File: config.mk
export PLATFORM = sky130hd
export DESIGN_NAME = heading_dead_reckoning_integrator_flat
export DESIGN_NICKNAME = d
export VERILOG_FILES = /design/src/hw/rtl/hdri_pkg.sv /design/src/hw/rtl/hdri_if.sv /design/src/hw/rtl/hdri_ctrl.sv /design/src/hw/rtl/hdri_datapath.sv /design/src/hw/rtl/heading_dead_reckoning_integrator.sv /design/src/flat_wrapper.sv
export SDC_FILE = /design/constraint.sdc
export NUM_CORES = 2
export LEC_CHECK = 0
export BUFFER_PORTS_ARGS = -buffer_cell sky130_fd_sc_hd__buf_2
export CELL_PAD_IN_SITES_DETAIL_PLACEMENT = 2
export CELL_PAD_IN_SITES_GLOBAL_PLACEMENT = 2
export CORE_ASPECT_RATIO = 2
export CORE_UTILIZATION = 42
export CTS_CLUSTER_DIAMETER = 120
export CTS_CLUSTER_SIZE = 20
export DETAILED_ROUTE_END_ITERATION = 6
export PLACE_DENSITY_LB_ADDON = 0.1
export SLEW_MARGIN = 20
export SYNTH_ARGS = -nofsm -noshare
export SYNTH_HDL_FRONTEND = slang
export SYNTH_SLANG_ARGS = --single-unit
File: constraint.sdc
create_clock -name clock -period 12.8 [get_ports clock]
set_clock_uncertainty 0.05 [all_clocks]
set_input_delay 1.92 -clock clock [delete_from_list [all_inputs] [get_ports clock]]
set_output_delay 1.92 -clock clock [all_outputs]
set_load 0.01 [all_outputs]
File: src/hw/rtl/hdri_pkg.sv
package hdri_pkg;

   // Field and datapath widths
   localparam int ANGLE_W = 16;
   localparam int SPEED_W = 16;
   localparam int STEP_W  = 16;
   localparam int POS_W   = 32;
   localparam int SUM_W   = 18;   // heading plus steering increment, signed
   localparam int REM_W   = 14;   // remainder within one quadrant
   localparam int Z_W     = 30;   // CORDIC angle, 2^-21 degree units
   localparam int XY_W    = 34;   // CORDIC vector, Q2.30 with headroom
   localparam int TRIG_W  = 35;   // signed sine/cosine after quadrant mapping
   localparam int LO_W    = 17;   // low slice of a trig value for the multiplier
   localparam int OP_W    = 18;   // multiplier operand taken from a trig value
   localparam int VDT_W   = 32;   // speed * time_step
   localparam int PROD_W  = 50;
   localparam int ACC_W   = 68;
   localparam int DELTA_W = 34;
   localparam int ATAN_W  = 27;
   localparam int ATAN_ENTRIES = 24;

   localparam logic signed [SUM_W-1:0] FULL_TURN = 18'sd46080;
   localparam logic [ANGLE_W-1:0] QUARTER_TURN   = 16'd11520;
   localparam logic [ANGLE_W-1:0] HALF_TURN      = 16'd23040;
   localparam logic [ANGLE_W-1:0] THREE_QUARTERS = 16'd34560;
   localparam logic signed [XY_W-1:0] CORDIC_GAIN = 34'sd652032874;
   localparam logic [STEP_W-1:0] TIME_STEP_RESET  = 16'd4096;
   localparam logic signed [ACC_W-1:0] ROUND_HALF = 68'sh0_0000_0002_0000_0000;
   localparam int SHIFT_OUT = 34;
   localparam int HI_SHIFT  = 17;
   localparam logic signed [POS_W+2:0] POS_MAX = 35'sd2147483647;
   localparam logic signed [POS_W+2:0] POS_MIN = -35'sd2147483648;

   typedef enum logic [3:0] {
      ST_IDLE,
      ST_QUAD,
      ST_ROT,
      ST_MAP,
      ST_MUL_XL,
      ST_MUL_XH,
      ST_MUL_YL,
      ST_MUL_YH,
      ST_ADD_Y,
      ST_UPD_Y,
      ST_OUT
   } hdri_state_type;

   typedef enum logic [1:0] {
      MUL_SIN_LO,
      MUL_SIN_HI,
      MUL_COS_LO,
      MUL_COS_HI
   } hdri_mul_sel_type;

   typedef struct packed {
      logic             accept;
      logic             quad_load;
      logic             rot_step;
      logic             map_load;
      logic             mul_en;
      hdri_mul_sel_type mul_sel;
      logic             acc_load;
      logic             acc_add;
      logic             pos_x_upd;
      logic             pos_y_upd;
      logic             out_load;
   } hdri_cmd_type;

   typedef struct packed {
      logic rot_last;
   } hdri_status_type;

   // atan(2^-i) in 2^-21 degree units, rounded to nearest
   function automatic logic [ATAN_W-1:0] atan_deg21(input logic [4:0] idx);
      logic [ATAN_W-1:0] val;
      case (idx)
         5'd0:    val = 27'd94371840;
         5'd1:    val = 27'd55710950;
         5'd2:    val = 27'd29436136;
         5'd3:    val = 27'd14942242;
         5'd4:    val = 27'd7500117;
         5'd5:    val = 27'd3753715;
         5'd6:    val = 27'd1877315;
         5'd7:    val = 27'd938715;
         5'd8:    val = 27'd469365;
         5'd9:    val = 27'd234683;
         5'd10:   val = 27'd117342;
         5'd11:   val = 27'd58671;
         5'd12:   val = 27'd29335;
         5'd13:   val = 27'd14668;
         5'd14:   val = 27'd7334;
         5'd15:   val = 27'd3667;
         5'd16:   val = 27'd1833;
         5'd17:   val = 27'd917;
         5'd18:   val = 27'd458;
         5'd19:   val = 27'd229;
         5'd20:   val = 27'd115;
         5'd21:   val = 27'd57;
         5'd22:   val = 27'd29;
         5'd23:   val = 27'd14;
         default: val = '0;
      endcase
      return val;
   endfunction

   function automatic logic signed [POS_W-1:0] sat_pos(input logic signed [POS_W+2:0] v);
      logic signed [POS_W-1:0] res;
      if (v > POS_MAX) begin
         res = POS_MAX[POS_W-1:0];
      end else if (v < POS_MIN) begin
         res = POS_MIN[POS_W-1:0];
      end else begin
         res = v[POS_W-1:0];
      end
      return res;
   endfunction

endpackage

File: src/hw/rtl/hdri_if.sv
interface hdri_req_if;
   import hdri_pkg::*;

   logic                       valid;
   logic                       ready;
   logic signed [ANGLE_W-1:0]  steer_delta;
   logic signed [SPEED_W-1:0]  speed;

   modport source (output valid, output steer_delta, output speed, input ready);
   modport sink   (input valid, input steer_delta, input speed, output ready);
endinterface

interface hdri_rsp_if;
   import hdri_pkg::*;

   logic                      valid;
   logic                      ready;
   logic signed [POS_W-1:0]   new_x;
   logic signed [POS_W-1:0]   new_y;
   logic [ANGLE_W-1:0]        new_heading;

   modport source (output valid, output new_x, output new_y, output new_heading,
                   input ready);
   modport sink   (input valid, input new_x, input new_y, input new_heading,
                   output ready);
endinterface

File: src/hw/rtl/hdri_ctrl.sv
module hdri_ctrl (
   input  logic                      clock,
   input  logic                      reset,
   input  logic                      req_valid,
   output logic                      req_ready,
   output logic                      rsp_valid,
   input  logic                      rsp_ready,
   output hdri_pkg::hdri_cmd_type    cmd,
   input  hdri_pkg::hdri_status_type status
);
   import hdri_pkg::*;

   hdri_state_type state_ff, state_in;
   logic           rsp_valid_ff, rsp_valid_in;

   always_ff @(posedge clock) begin
      if (reset) begin
         state_ff     <= ST_IDLE;
         rsp_valid_ff <= 1'b0;
      end else begin
         state_ff     <= state_in;
         rsp_valid_ff <= rsp_valid_in;
      end
   end

   always_comb begin
      state_in  = state_ff;
      cmd       = '0;
      cmd.mul_sel = MUL_SIN_LO;
      req_ready = 1'b0;
      case (state_ff)
         ST_IDLE: begin
            req_ready = 1'b1;
            if (req_valid) begin
               cmd.accept = 1'b1;
               state_in   = ST_QUAD;
            end
         end
         ST_QUAD: begin
            cmd.quad_load = 1'b1;
            state_in      = ST_ROT;
         end
         ST_ROT: begin
            cmd.rot_step = 1'b1;
            if (status.rot_last) begin
               state_in = ST_MAP;
            end
         end
         ST_MAP: begin
            cmd.map_load = 1'b1;
            state_in     = ST_MUL_XL;
         end
         ST_MUL_XL: begin
            cmd.mul_en  = 1'b1;
            cmd.mul_sel = MUL_SIN_LO;
            state_in    = ST_MUL_XH;
         end
         ST_MUL_XH: begin
            cmd.mul_en   = 1'b1;
            cmd.mul_sel  = MUL_SIN_HI;
            cmd.acc_load = 1'b1;
            state_in     = ST_MUL_YL;
         end
         ST_MUL_YL: begin
            cmd.mul_en  = 1'b1;
            cmd.mul_sel = MUL_COS_LO;
            cmd.acc_add = 1'b1;
            state_in    = ST_MUL_YH;
         end
         ST_MUL_YH: begin
            // x sum is complete in the accumulator; start y in the same cycle
            cmd.mul_en    = 1'b1;
            cmd.mul_sel   = MUL_COS_HI;
            cmd.acc_load  = 1'b1;
            cmd.pos_x_upd = 1'b1;
            state_in      = ST_ADD_Y;
         end
         ST_ADD_Y: begin
            cmd.acc_add = 1'b1;
            state_in    = ST_UPD_Y;
         end
         ST_UPD_Y: begin
            cmd.pos_y_upd = 1'b1;
            state_in      = ST_OUT;
         end
         ST_OUT: begin
            // hold until the previous transaction has left the output register
            if (!rsp_valid_ff || rsp_ready) begin
               cmd.out_load = 1'b1;
               state_in     = ST_IDLE;
            end
         end
         default: begin
            state_in = ST_IDLE;
         end
      endcase
   end

   always_comb begin
      if (cmd.out_load) begin
         rsp_valid_in = 1'b1;
      end else if (rsp_ready) begin
         rsp_valid_in = 1'b0;
      end else begin
         rsp_valid_in = rsp_valid_ff;
      end
   end

   assign rsp_valid = rsp_valid_ff;

   a_no_overwrite: assert property (@(posedge clock) disable iff (reset)
      cmd.out_load |-> (!rsp_valid_ff || rsp_ready))
      else $error("pending result overwritten");

   a_rot_exit: assert property (@(posedge clock) disable iff (reset)
      (state_ff == ST_ROT && status.rot_last) |=> state_ff == ST_MAP)
      else $error("rotation did not hand over to quadrant mapping");

endmodule

File: src/hw/rtl/hdri_datapath.sv
module hdri_datapath #(
   parameter int CORDIC_ITERATIONS = 16
) (
   input  logic                                clock,
   input  logic                                reset,
   input  hdri_pkg::hdri_cmd_type              cmd,
   output hdri_pkg::hdri_status_type           status,
   input  logic signed [hdri_pkg::ANGLE_W-1:0] steer_delta,
   input  logic signed [hdri_pkg::SPEED_W-1:0] speed,
   input  logic                                csr_wr_en,
   input  logic [hdri_pkg::STEP_W-1:0]         csr_wr_data,
   output logic signed [hdri_pkg::POS_W-1:0]   new_x,
   output logic signed [hdri_pkg::POS_W-1:0]   new_y,
   output logic [hdri_pkg::ANGLE_W-1:0]        new_heading
);
   import hdri_pkg::*;

   localparam int ITER_W = (CORDIC_ITERATIONS > 1) ? $clog2(CORDIC_ITERATIONS) : 1;
   localparam logic [ITER_W-1:0] ITER_LAST = ITER_W'(CORDIC_ITERATIONS - 1);

   logic [STEP_W-1:0]         time_step_ff, time_step_in;
   logic [ANGLE_W-1:0]        heading_ff, heading_in;
   logic signed [POS_W-1:0]   pos_x_ff, pos_x_in;
   logic signed [POS_W-1:0]   pos_y_ff, pos_y_in;
   logic signed [SPEED_W-1:0] speed_ff, speed_in;
   logic [1:0]                quad_ff, quad_in;
   logic signed [Z_W-1:0]     z_ff, z_in;
   logic signed [XY_W-1:0]    cx_ff, cx_in;
   logic signed [XY_W-1:0]    cy_ff, cy_in;
   logic [ITER_W-1:0]         iter_ff, iter_in;
   logic signed [VDT_W-1:0]   vdt_ff, vdt_in;
   logic signed [TRIG_W-1:0]  sin_ff, sin_in;
   logic signed [TRIG_W-1:0]  cos_ff, cos_in;
   logic signed [PROD_W-1:0]  prod_ff, prod_in;
   logic signed [ACC_W-1:0]   acc_ff, acc_in;
   logic signed [POS_W-1:0]   out_x_ff, out_x_in;
   logic signed [POS_W-1:0]   out_y_ff, out_y_in;
   logic [ANGLE_W-1:0]        out_heading_ff, out_heading_in;

   logic signed [SUM_W-1:0]   head_sum;
   logic signed [SUM_W-1:0]   head_wrap;
   logic [ANGLE_W-1:0]        quad_base;
   logic [REM_W-1:0]          rem;
   logic signed [XY_W-1:0]    dx;
   logic signed [XY_W-1:0]    dy;
   logic signed [Z_W-1:0]     atan_step;
   logic signed [TRIG_W-1:0]  c_ext;
   logic signed [TRIG_W-1:0]  s_ext;
   logic signed [OP_W-1:0]    mul_op;
   logic signed [DELTA_W-1:0] delta;
   logic signed [POS_W+2:0]   pos_sum;

   always_ff @(posedge clock) begin
      if (reset) begin
         time_step_ff <= TIME_STEP_RESET;
         heading_ff   <= '0;
         pos_x_ff     <= '0;
         pos_y_ff     <= '0;
         iter_ff      <= '0;
      end else begin
         time_step_ff <= time_step_in;
         heading_ff   <= heading_in;
         pos_x_ff     <= pos_x_in;
         pos_y_ff     <= pos_y_in;
         iter_ff      <= iter_in;
      end
   end

   always_ff @(posedge clock) begin
      speed_ff       <= speed_in;
      quad_ff        <= quad_in;
      z_ff           <= z_in;
      cx_ff          <= cx_in;
      cy_ff          <= cy_in;
      vdt_ff         <= vdt_in;
      sin_ff         <= sin_in;
      cos_ff         <= cos_in;
      prod_ff        <= prod_in;
      acc_ff         <= acc_in;
      out_x_ff       <= out_x_in;
      out_y_ff       <= out_y_in;
      out_heading_ff <= out_heading_in;
   end

   // heading wrap, one correction either way covers the whole increment range
   always_comb begin
      head_sum = signed'({2'b00, heading_ff}) + SUM_W'(steer_delta);
      if (head_sum < 0) begin
         head_wrap = head_sum + FULL_TURN;
      end else if (head_sum >= FULL_TURN) begin
         head_wrap = head_sum - FULL_TURN;
      end else begin
         head_wrap = head_sum;
      end
   end

   always_comb begin
      if (heading_ff < QUARTER_TURN) begin
         quad_in   = 2'd0;
         quad_base = '0;
      end else if (heading_ff < HALF_TURN) begin
         quad_in   = 2'd1;
         quad_base = QUARTER_TURN;
      end else if (heading_ff < THREE_QUARTERS) begin
         quad_in   = 2'd2;
         quad_base = HALF_TURN;
      end else begin
         quad_in   = 2'd3;
         quad_base = THREE_QUARTERS;
      end
      rem = REM_W'(heading_ff - quad_base);
   end

   assign dx        = cy_ff >>> iter_ff;
   assign dy        = cx_ff >>> iter_ff;
   assign atan_step = signed'(Z_W'(atan_deg21(5'(iter_ff))));
   assign c_ext     = TRIG_W'(cx_ff);
   assign s_ext     = TRIG_W'(cy_ff);

   always_comb begin
      case (cmd.mul_sel)
         MUL_SIN_LO: mul_op = signed'({1'b0, sin_ff[LO_W-1:0]});
         MUL_SIN_HI: mul_op = sin_ff[TRIG_W-1:LO_W];
         MUL_COS_LO: mul_op = signed'({1'b0, cos_ff[LO_W-1:0]});
         MUL_COS_HI: mul_op = cos_ff[TRIG_W-1:LO_W];
         default:    mul_op = '0;
      endcase
   end

   assign delta   = DELTA_W'(acc_ff >>> SHIFT_OUT);
   assign pos_sum = (POS_W+3)'(cmd.pos_x_upd ? pos_x_ff : pos_y_ff) + (POS_W+3)'(delta);

   always_comb begin
      time_step_in   = time_step_ff;
      heading_in     = heading_ff;
      pos_x_in       = pos_x_ff;
      pos_y_in       = pos_y_ff;
      speed_in       = speed_ff;
      z_in           = z_ff;
      cx_in          = cx_ff;
      cy_in          = cy_ff;
      iter_in        = iter_ff;
      vdt_in         = vdt_ff;
      sin_in         = sin_ff;
      cos_in         = cos_ff;
      prod_in        = prod_ff;
      acc_in         = acc_ff;
      out_x_in       = out_x_ff;
      out_y_in       = out_y_ff;
      out_heading_in = out_heading_ff;

      if (csr_wr_en) begin
         time_step_in = csr_wr_data;
      end

      if (cmd.accept) begin
         heading_in = head_wrap[ANGLE_W-1:0];
         speed_in   = speed;
      end

      if (cmd.quad_load) begin
         z_in    = signed'({2'b00, rem, 14'b0});
         cx_in   = CORDIC_GAIN;
         cy_in   = '0;
         iter_in = '0;
         vdt_in  = VDT_W'(speed_ff) * VDT_W'(signed'({1'b0, time_step_ff}));
      end

      if (cmd.rot_step) begin
         iter_in = iter_ff + 1'b1;
         if (z_ff >= 0) begin
            cx_in = cx_ff - dx;
            cy_in = cy_ff + dy;
            z_in  = z_ff - atan_step;
         end else begin
            cx_in = cx_ff + dx;
            cy_in = cy_ff - dy;
            z_in  = z_ff + atan_step;
         end
      end

      if (cmd.map_load) begin
         case (quad_ff)
            2'd0: begin
               sin_in = s_ext;
               cos_in = c_ext;
            end
            2'd1: begin
               sin_in = c_ext;
               cos_in = -s_ext;
            end
            2'd2: begin
               sin_in = -s_ext;
               cos_in = -c_ext;
            end
            default: begin
               sin_in = -c_ext;
               cos_in = s_ext;
            end
         endcase
      end

      if (cmd.mul_en) begin
         prod_in = PROD_W'(vdt_ff) * PROD_W'(mul_op);
      end

      if (cmd.acc_load) begin
         acc_in = ACC_W'(prod_ff);
      end else if (cmd.acc_add) begin
         acc_in = acc_ff + (ACC_W'(prod_ff) <<< HI_SHIFT) + ROUND_HALF;
      end

      if (cmd.pos_x_upd) begin
         pos_x_in = sat_pos(pos_sum);
      end
      if (cmd.pos_y_upd) begin
         pos_y_in = sat_pos(pos_sum);
      end

      if (cmd.out_load) begin
         out_x_in       = pos_x_ff;
         out_y_in       = pos_y_ff;
         out_heading_in = heading_ff;
      end
   end

   assign status.rot_last = (iter_ff == ITER_LAST);
   assign new_x           = out_x_ff;
   assign new_y           = out_y_ff;
   assign new_heading     = out_heading_ff;

   a_heading_range: assert property (@(posedge clock) disable iff (reset)
      heading_ff < FULL_TURN[ANGLE_W-1:0])
      else $error("heading outside one turn");

   a_angle_in_quadrant: assert property (@(posedge clock) disable iff (reset)
      $past(cmd.quad_load) |-> (z_ff >= 0 && z_ff < signed'(Z_W'(QUARTER_TURN) <<< 14)))
      else $error("CORDIC angle outside one quadrant");

   a_result_matches_state: assert property (@(posedge clock) disable iff (reset)
      cmd.out_load |=> (new_x == pos_x_ff && new_y == pos_y_ff
                        && new_heading == heading_ff))
      else $error("result register does not match integrator state");

endmodule

File: src/hw/rtl/heading_dead_reckoning_integrator.sv
// Dead-reckoning integrator: each request transaction adds steer_delta to the stored
// heading (1/128 degree, wrapped to one turn), takes sine and cosine of the new heading
// from an iterative CORDIC, and adds speed*time_step*sin/cos to the saturating Q16.16
// x/y position. One response transaction with the new x, y and heading follows each
// request. An item runs the CORDIC rotations one at a time, then four 32x18 partial
// products through one shared multiplier; the next request is accepted only once its
// result is in the output register. A finished result sits there while the next
// request is accepted; the block stalls before loading a newer result only if that
// register has not been drained. time_step resets to 1.0 and is to be written by the
// user via csr_wr_en/csr_wr_data only while idle; the block does not enforce this.
module heading_dead_reckoning_integrator #(
   parameter int CORDIC_ITERATIONS = 16
) (
   input  logic                        clock,
   input  logic                        reset,
   hdri_req_if.sink                    req_ch,
   hdri_rsp_if.source                  rsp_ch,
   input  logic                        csr_wr_en,
   input  logic [hdri_pkg::STEP_W-1:0] csr_wr_data
);
   import hdri_pkg::*;

   hdri_cmd_type    cmd;
   hdri_status_type status;

   hdri_ctrl u_ctrl (
      .clock     (clock),
      .reset     (reset),
      .req_valid (req_ch.valid),
      .req_ready (req_ch.ready),
      .rsp_valid (rsp_ch.valid),
      .rsp_ready (rsp_ch.ready),
      .cmd       (cmd),
      .status    (status)
   );

   hdri_datapath #(
      .CORDIC_ITERATIONS (CORDIC_ITERATIONS)
   ) u_datapath (
      .clock       (clock),
      .reset       (reset),
      .cmd         (cmd),
      .status      (status),
      .steer_delta (req_ch.steer_delta),
      .speed       (req_ch.speed),
      .csr_wr_en   (csr_wr_en),
      .csr_wr_data (csr_wr_data),
      .new_x       (rsp_ch.new_x),
      .new_y       (rsp_ch.new_y),
      .new_heading (rsp_ch.new_heading)
   );

endmodule

File: src/flat_wrapper.sv
// flat-port wrapper written by rule: the top's interface ports become plain ports
module heading_dead_reckoning_integrator_flat import hdri_pkg::*;
#(
   parameter int CORDIC_ITERATIONS = 16
)
  (clock, reset, csr_wr_en, csr_wr_data, req_ch_valid, req_ch_steer_delta, req_ch_speed, req_ch_ready, rsp_ch_valid, rsp_ch_new_x, rsp_ch_new_y, rsp_ch_new_heading, rsp_ch_ready);
  hdri_req_if req_ch_i ();
  hdri_rsp_if rsp_ch_i ();
  input  logic clock;
  input  logic reset;
  input  logic csr_wr_en;
  input  logic [hdri_pkg::STEP_W-1:0] csr_wr_data;
  input wire logic [$bits(req_ch_i.valid)-1:0] req_ch_valid;
  input wire logic [$bits(req_ch_i.steer_delta)-1:0] req_ch_steer_delta;
  input wire logic [$bits(req_ch_i.speed)-1:0] req_ch_speed;
  output wire logic [$bits(req_ch_i.ready)-1:0] req_ch_ready;
  output wire logic [$bits(rsp_ch_i.valid)-1:0] rsp_ch_valid;
  output wire logic [$bits(rsp_ch_i.new_x)-1:0] rsp_ch_new_x;
  output wire logic [$bits(rsp_ch_i.new_y)-1:0] rsp_ch_new_y;
  output wire logic [$bits(rsp_ch_i.new_heading)-1:0] rsp_ch_new_heading;
  input wire logic [$bits(rsp_ch_i.ready)-1:0] rsp_ch_ready;
  assign req_ch_i.valid = req_ch_valid;
  assign req_ch_i.steer_delta = req_ch_steer_delta;
  assign req_ch_i.speed = req_ch_speed;
  assign req_ch_ready = req_ch_i.ready;
  assign rsp_ch_valid = rsp_ch_i.valid;
  assign rsp_ch_new_x = rsp_ch_i.new_x;
  assign rsp_ch_new_y = rsp_ch_i.new_y;
  assign rsp_ch_new_heading = rsp_ch_i.new_heading;
  assign rsp_ch_i.ready = rsp_ch_ready;
  heading_dead_reckoning_integrator #(.CORDIC_ITERATIONS(CORDIC_ITERATIONS)) u_core (.clock(clock), .reset(reset), .req_ch(req_ch_i), .rsp_ch(rsp_ch_i), .csr_wr_en(csr_wr_en), .csr_wr_data(csr_wr_data));
endmodule
Word-level counts from Yosys, hierarchy flattened:

Memory sizes are Yosys's and may differ from the RTL's. A register that Yosys moved wholly into a read port is not among the register bits.
Index checks and enable logic that the tools add are counted.

* logic and storage cells: 128
* bits in registers: 521
* memories: 1
* memory bits (read-only): 432

* magnitude comparators: 8
* muxes and demuxes: 47
* shift operators: 2
* equal/unequal tests: 19
* reduce and logical (&&, ||, !) cells: 12
* $mul: 2
* add/sub/neg operators: 16

Memory list
* (name not given): depth 16, width 27, rd ports 1, clocked after memory_dff 1, wr ports 0, line hdri_pkg.sv:76 `case (idx)`

Operators with widths (number)
* one-hot mux 35 bit (3 select lines): 2
* 2-to-1 mux 34 bit: 6
* 2-to-1 mux 68 bit: 2
* 2-to-1 mux 30 bit: 3
* one-hot mux 18 bit (4 select lines): 1
* negator 34 -> 35 bit: 2
* adder 34 bit: 2
* adder 68 x 35 -> 68 bit (second input constant): 1
* adder 68 x 67 -> 68 bit: 1
* >>> shifter 34 x 4 -> 34 bit: 2
* subtractor 34 bit: 2
* 2-to-1 mux 32 bit: 2
* multiplier 32 x 18 -> 50 bit: 1
* one-hot mux 4 bit (11 select lines): 1
* adder 35 x 34 -> 35 bit: 1
* > comparator 35 x 32 -> 1 bit (second input constant): 1
* < comparator 35 x 32 -> 1 bit (second input constant): 1
* 2-to-1 mux 35 bit: 1
* multiplier 16 x 17 -> 32 bit: 1
* 2-to-1 mux 16 bit: 2
* adder 30 x 28 -> 30 bit: 1
* >= comparator 30 x 1 -> 1 bit (second input constant): 1
* subtractor 30 x 28 -> 30 bit: 1
* 2-to-1 mux 14 bit: 2
* other kinds (29): 66

Longest topological paths before layout:

* depth after elaboration: 7
* depth in mapped cells: 35
* depth with buffers taken out: 30

By module:

A second synthesis with hierarchy kept.

* cell total of the unflattened synthesis: 7120
* area, all modules: 66847.9 sq um

Modules (own cells, without submodules)
* hdri_datapath: area each 66455.0 sq um, cells an instance 7068, times used 1
* hdri_ctrl: area each 392.9 sq um, cells an instance 52, times used 1

Least setup slack after synthesis:

Ideal clock, no wire load.

* path type: register to register
* start point: reg u_core.u_ctrl.state_ff[2]
* end point: reg u_core.u_datapath.prod_ff[42] (data pin)
* period minus slack after synthesis: 9.195 ns
* data arrival time: 8.888 ns
* stages on the path, launching flop included: 30
* data required time: 12.492 ns
* setup time: 0.258 ns
* slack: 3.605 ns
* buffers on the path: 4
* cell sequence: dfxtp_1 -> clkbuf_1 -> nand2b_1 -> clkbuf_1 -> inv_1 -> clkbuf_1 -> o221a_2 -> clkbuf_1 -> nand2_1 -> fa_1 -> fa_1 -> fa_1 -> inv_1 -> fa_1 -> fa_1 -> inv_1 -> fa_1 -> inv_1 -> ha_1 -> a21oi_1 -> nand3_1 -> nor3b_1 -> o41a_1 -> a311oi_1 -> o21ai_1 -> a211o_1 -> a21oi_1 -> o21bai_1 -> a21oi_1 -> xnor2_1

* longest elaborated chain between the ends: 5

Ends and longest elaborated chain
* from (decl): line hdri_ctrl.sv:13 `hdri_state_type state_ff, state_in;`
* from (signal assigned): line hdri_ctrl.sv:21 `state_ff <= state_in;`
* == test 4 x 3 -> 1 bit: line hdri_ctrl.sv:31 `case (state_ff)`
* one-hot mux 3 bit (4 select lines) (*): line hdri_ctrl.sv:31
* == test 2 bit (tied with other cells): line hdri_datapath.sv:121 `case (cmd.mul_sel)`
* one-hot mux 18 bit (4 select lines) (*): line hdri_datapath.sv:121
* multiplier 32 x 18 -> 50 bit (*): line hdri_datapath.sv:204 `prod_in = PROD_W'(vdt_ff) * PROD_W'(mul_op);`
* to (signal assigned): line hdri_datapath.sv:78 `prod_ff <= prod_in;`
* to (decl): line hdri_datapath.sv:34 `logic signed [PROD_W-1:0] prod_ff, prod_in;`

Mark *: on every way between the ends. The rest lies on a longest branch, timed or not.
A chain may end at the register's enable or synchronous reset.

Worst setup path in the final report:

* start point: reg u_core.u_ctrl.state_ff[2]
* end point: reg u_core.u_datapath.prod_ff[46] (data pin)

Same word-level chain as after synthesis.

==> flow_summary.json <==
{
  "endpoint_kind": "flip-flop",
  "synth.most_common_cell": "nand2_1",
  "core_area_um2": 154400,
  "postSynthNetCount": 8355,
  "final_nets": 8241,
  "drc": 0,
  "setup_violations": 0,
  "synth.area.top_cells": "fa_1 (23%), edfxtp_1 (18%), ha_1 (9.7%)",
  "hold_viol": 0,
  "io_pins": 135,
  "post_cts_buffers": 0,
  "syn2layout_area_growth_pct": 5.187,
  "cts_resized": 0,
  "path_class": "reg -> reg",
  "final.setup.tns_ps": 0,
  "drtIter0Drc": 1583,
  "crit_family": "adder cells",
  "drt-vias-per-instance": 5.709,
  "dr.pass1.iters": 4,
  "slowest_delay_ps": 850,
  "slew_headroom": 0.2225,
  "ctsLongestPathBuffers": 3,
  "row_count": 204,
  "place_congestion": 0.9098,
  "ctsHtreeMaxLevel": 1,
  "finalCritPeriodShare": 0.7977,
  "layout-drive-gt1-share": 0.06444,
  "die_area_um2": 157300,
  "worst-slew-pin-transition_ps": 1166,
  "yosysUniqueCellTypes": 89,
  "cts-hold-fix-buffers": 0,
  "crit_arrival_ps": 10660,
  "synth_seq_cells": 531,
  "hold_path_class": "reg -> reg",
  "yosysWarningCount": 0,
  "grt.overflow.total": 0,
  "fillers": 16886,
  "drv_slew": 0,
  "insertion_delay_ps": 740,
  "wirelength_um": 232000,
  "antenna_found_initial": 5,
  "fin_crit_ps": 10210,
  "syn_inst": 7041,
  "vias": 51468,
  "grt_max_degree": 94,
  "yosys-top-cells-count": "nand2_1 (931), inv_1 (925), fa_1 (754)",
  "synthDominantCellAreaShare": 0.2310,
  "synth-edff-count": 397,
  "rsz0062_at_grt": "no",
  "yosys.area.top_type": "fa_1",
  "drtAntennaViolNets": 0,
  "r2r_start": "u_core.u_ctrl.state_ff[2]$_SDFFE_PP0P_",
  "synth.avg_cell_area_um2": 9.281,
  "clock.fmax_ghz": 0.09794,
  "startpoint_type": "flip-flop",
  "synthArstFlopShare": 0,
  "synth_flop_cell": "edfxtp_1",
  "grt_pass1_wl_um": 355000,
  "worstSetupStartpoint": "u_core.u_ctrl.state_ff[2]$_SDFFE_PP0P_",
  "hold_start": "u_core.u_datapath.pos_y_ff[12]$_SDFFE_PP0P_",
  "tritoncts": "done",
  "grt.total_usage": 0.2987,
  "portBuffers": 134,
  "start_util": 0.4232,
  "max_cap_viol_count": 0,
  "crit_buf_inv": 5,
  "critPathMaxFanout": 41,
  "status": "finished clean",
  "dpl.hpwl_um": 191900,
  "crit_path_frequent_cell": "fa_1",
  "die_x_um": 280.9,
  "ys_seq_area_frac": 0.2235,
  "cts.sinks": 531,
  "grt_pass1_vias": 61077,
  "wl_per_cell_um": 25.74,
  "worst_ep_required_time_ps": 13250,
  "crit_slowest_cell": "a311oi_1",
  "die_h_um": 559.8,
  "cts-root-buf": "clkbuf_16",
  "synth_area_um2": 65350,
  "clkTransAtPathRegs_ps": 110,
  "cts_buffers": 31
}
## per-stage QoR
step | instance area (µm²) | utilization | hold slack [ps] | setup slack [ps] | instances
2_1_floorplan | 65350 | - | 380.7 | 3605 | 7041
3_3_place_gp | 67820 | 0.4392 | 392.0 | 2712 | 8954
3_5_place_dp | 67820 | 0.4392 | 401.3 | 2536 | 8954
4_1_cts | 68720 | 0.4450 | 418.6 | 2551 | 9012
5_1_grt | 68730 | 0.4451 | 434.8 | 2193 | 9015
6_report | 68730 | 0.4451 | 415.0 | 2590 | 9016
## metal layers
metal	up-vias	GRT usage	wire (µm)
met5	-	0	0
met2	953	0.6227	138000
met4	0	0.2166	19330
li1	23008	-	-
met3	623	0.02139	4493
met1	26884	0.2530	70230
## kinds of logic after synthesis
family                   after synthesis  synth area share
flip-flops                           531            0.2235
AO/OA/AOI/OAI                       1126            0.1089
multiplexers                         223           0.05185
buffers and inverters               1273           0.07401
XOR/XNOR                             417           0.05589
adder cells (fa/ha/maj)             1261            0.3281
AND/OR/NAND/NOR                     2210            0.1578
## path summary, 6_finish.rpt
kind | endpoint | slack, ps | cells after the start
min | u_core.u_datapath.new_y[12]$_DFFE_PP_ | 410 | 0
max | u_core.u_datapath.prod_ff[46]$_DFFE_PN_ | 2590 | 28
min reg2reg | u_core.u_datapath.new_y[12]$_DFFE_PP_ | 410 | 0
max reg2reg | u_core.u_datapath.prod_ff[46]$_DFFE_PN_ | 2590 | 28
## worst register-to-register path: cells and delay by family (launching register included)
family          cells  cell delay (ps)
buf+inv             5             1170
flops               1              590
compound gates      7             3000
simple gates        8             1840
xor+xnor            1               80
fa+ha+maj           7             3280
## registers in the layout, summed over array words and instances, names as in the netlist, 16 cells and up
name,cells
u_core.u_datapath.new_y,32
u_core.u_datapath.heading_ff,16
u_core.u_datapath.speed_ff,16
u_core.u_datapath.sin_ff,35
u_core.u_datapath.time_step_ff,16
u_core.u_datapath.cx_ff,34
u_core.u_datapath.atan_step,27
u_core.u_datapath.pos_y_ff,32
u_core.u_datapath.new_x,32
u_core.u_datapath.z_ff,30
u_core.u_datapath.new_heading,16
u_core.u_datapath.prod_ff,50
u_core.u_datapath.pos_x_ff,32
u_core.u_datapath.vdt_ff,32
u_core.u_datapath.cy_ff,34
u_core.u_datapath.cos_ff,35
u_core.u_datapath.acc_ff,51
## cell type report
type                            count  area [µm²]  share of cell area
Clock buffer                       54       862.1             0.01254
Clock inverter                      4       42.54           0.0006189
Multi-Input combinational cell   5237       45980              0.6690
Antenna cell                        4       10.01           0.0001456
Tap cell                         2060        2577             0.03750
Timing Repair Buffer              198        1154             0.01678
Sequential cell                   531       14620              0.2127
Inverter                          928        3486             0.05071
## layout by cell type, fill, tap and decap left out, types with 108 or more instances in the layout
master    count
xnor2_1     258
nor2_1      458
a21o_1      108
fa_1        754
xor2_1      159
o21ai_0     247
inv_1       922
and2_1      338
buf_2       133
ha_1        507
a21oi_1     331
edfxtp_1    397
nand2_1     931
dfxtp_1     128
Power is not shown: default switching activity piles up to over one toggle a cycle in this logic, so the estimate is an artifact.
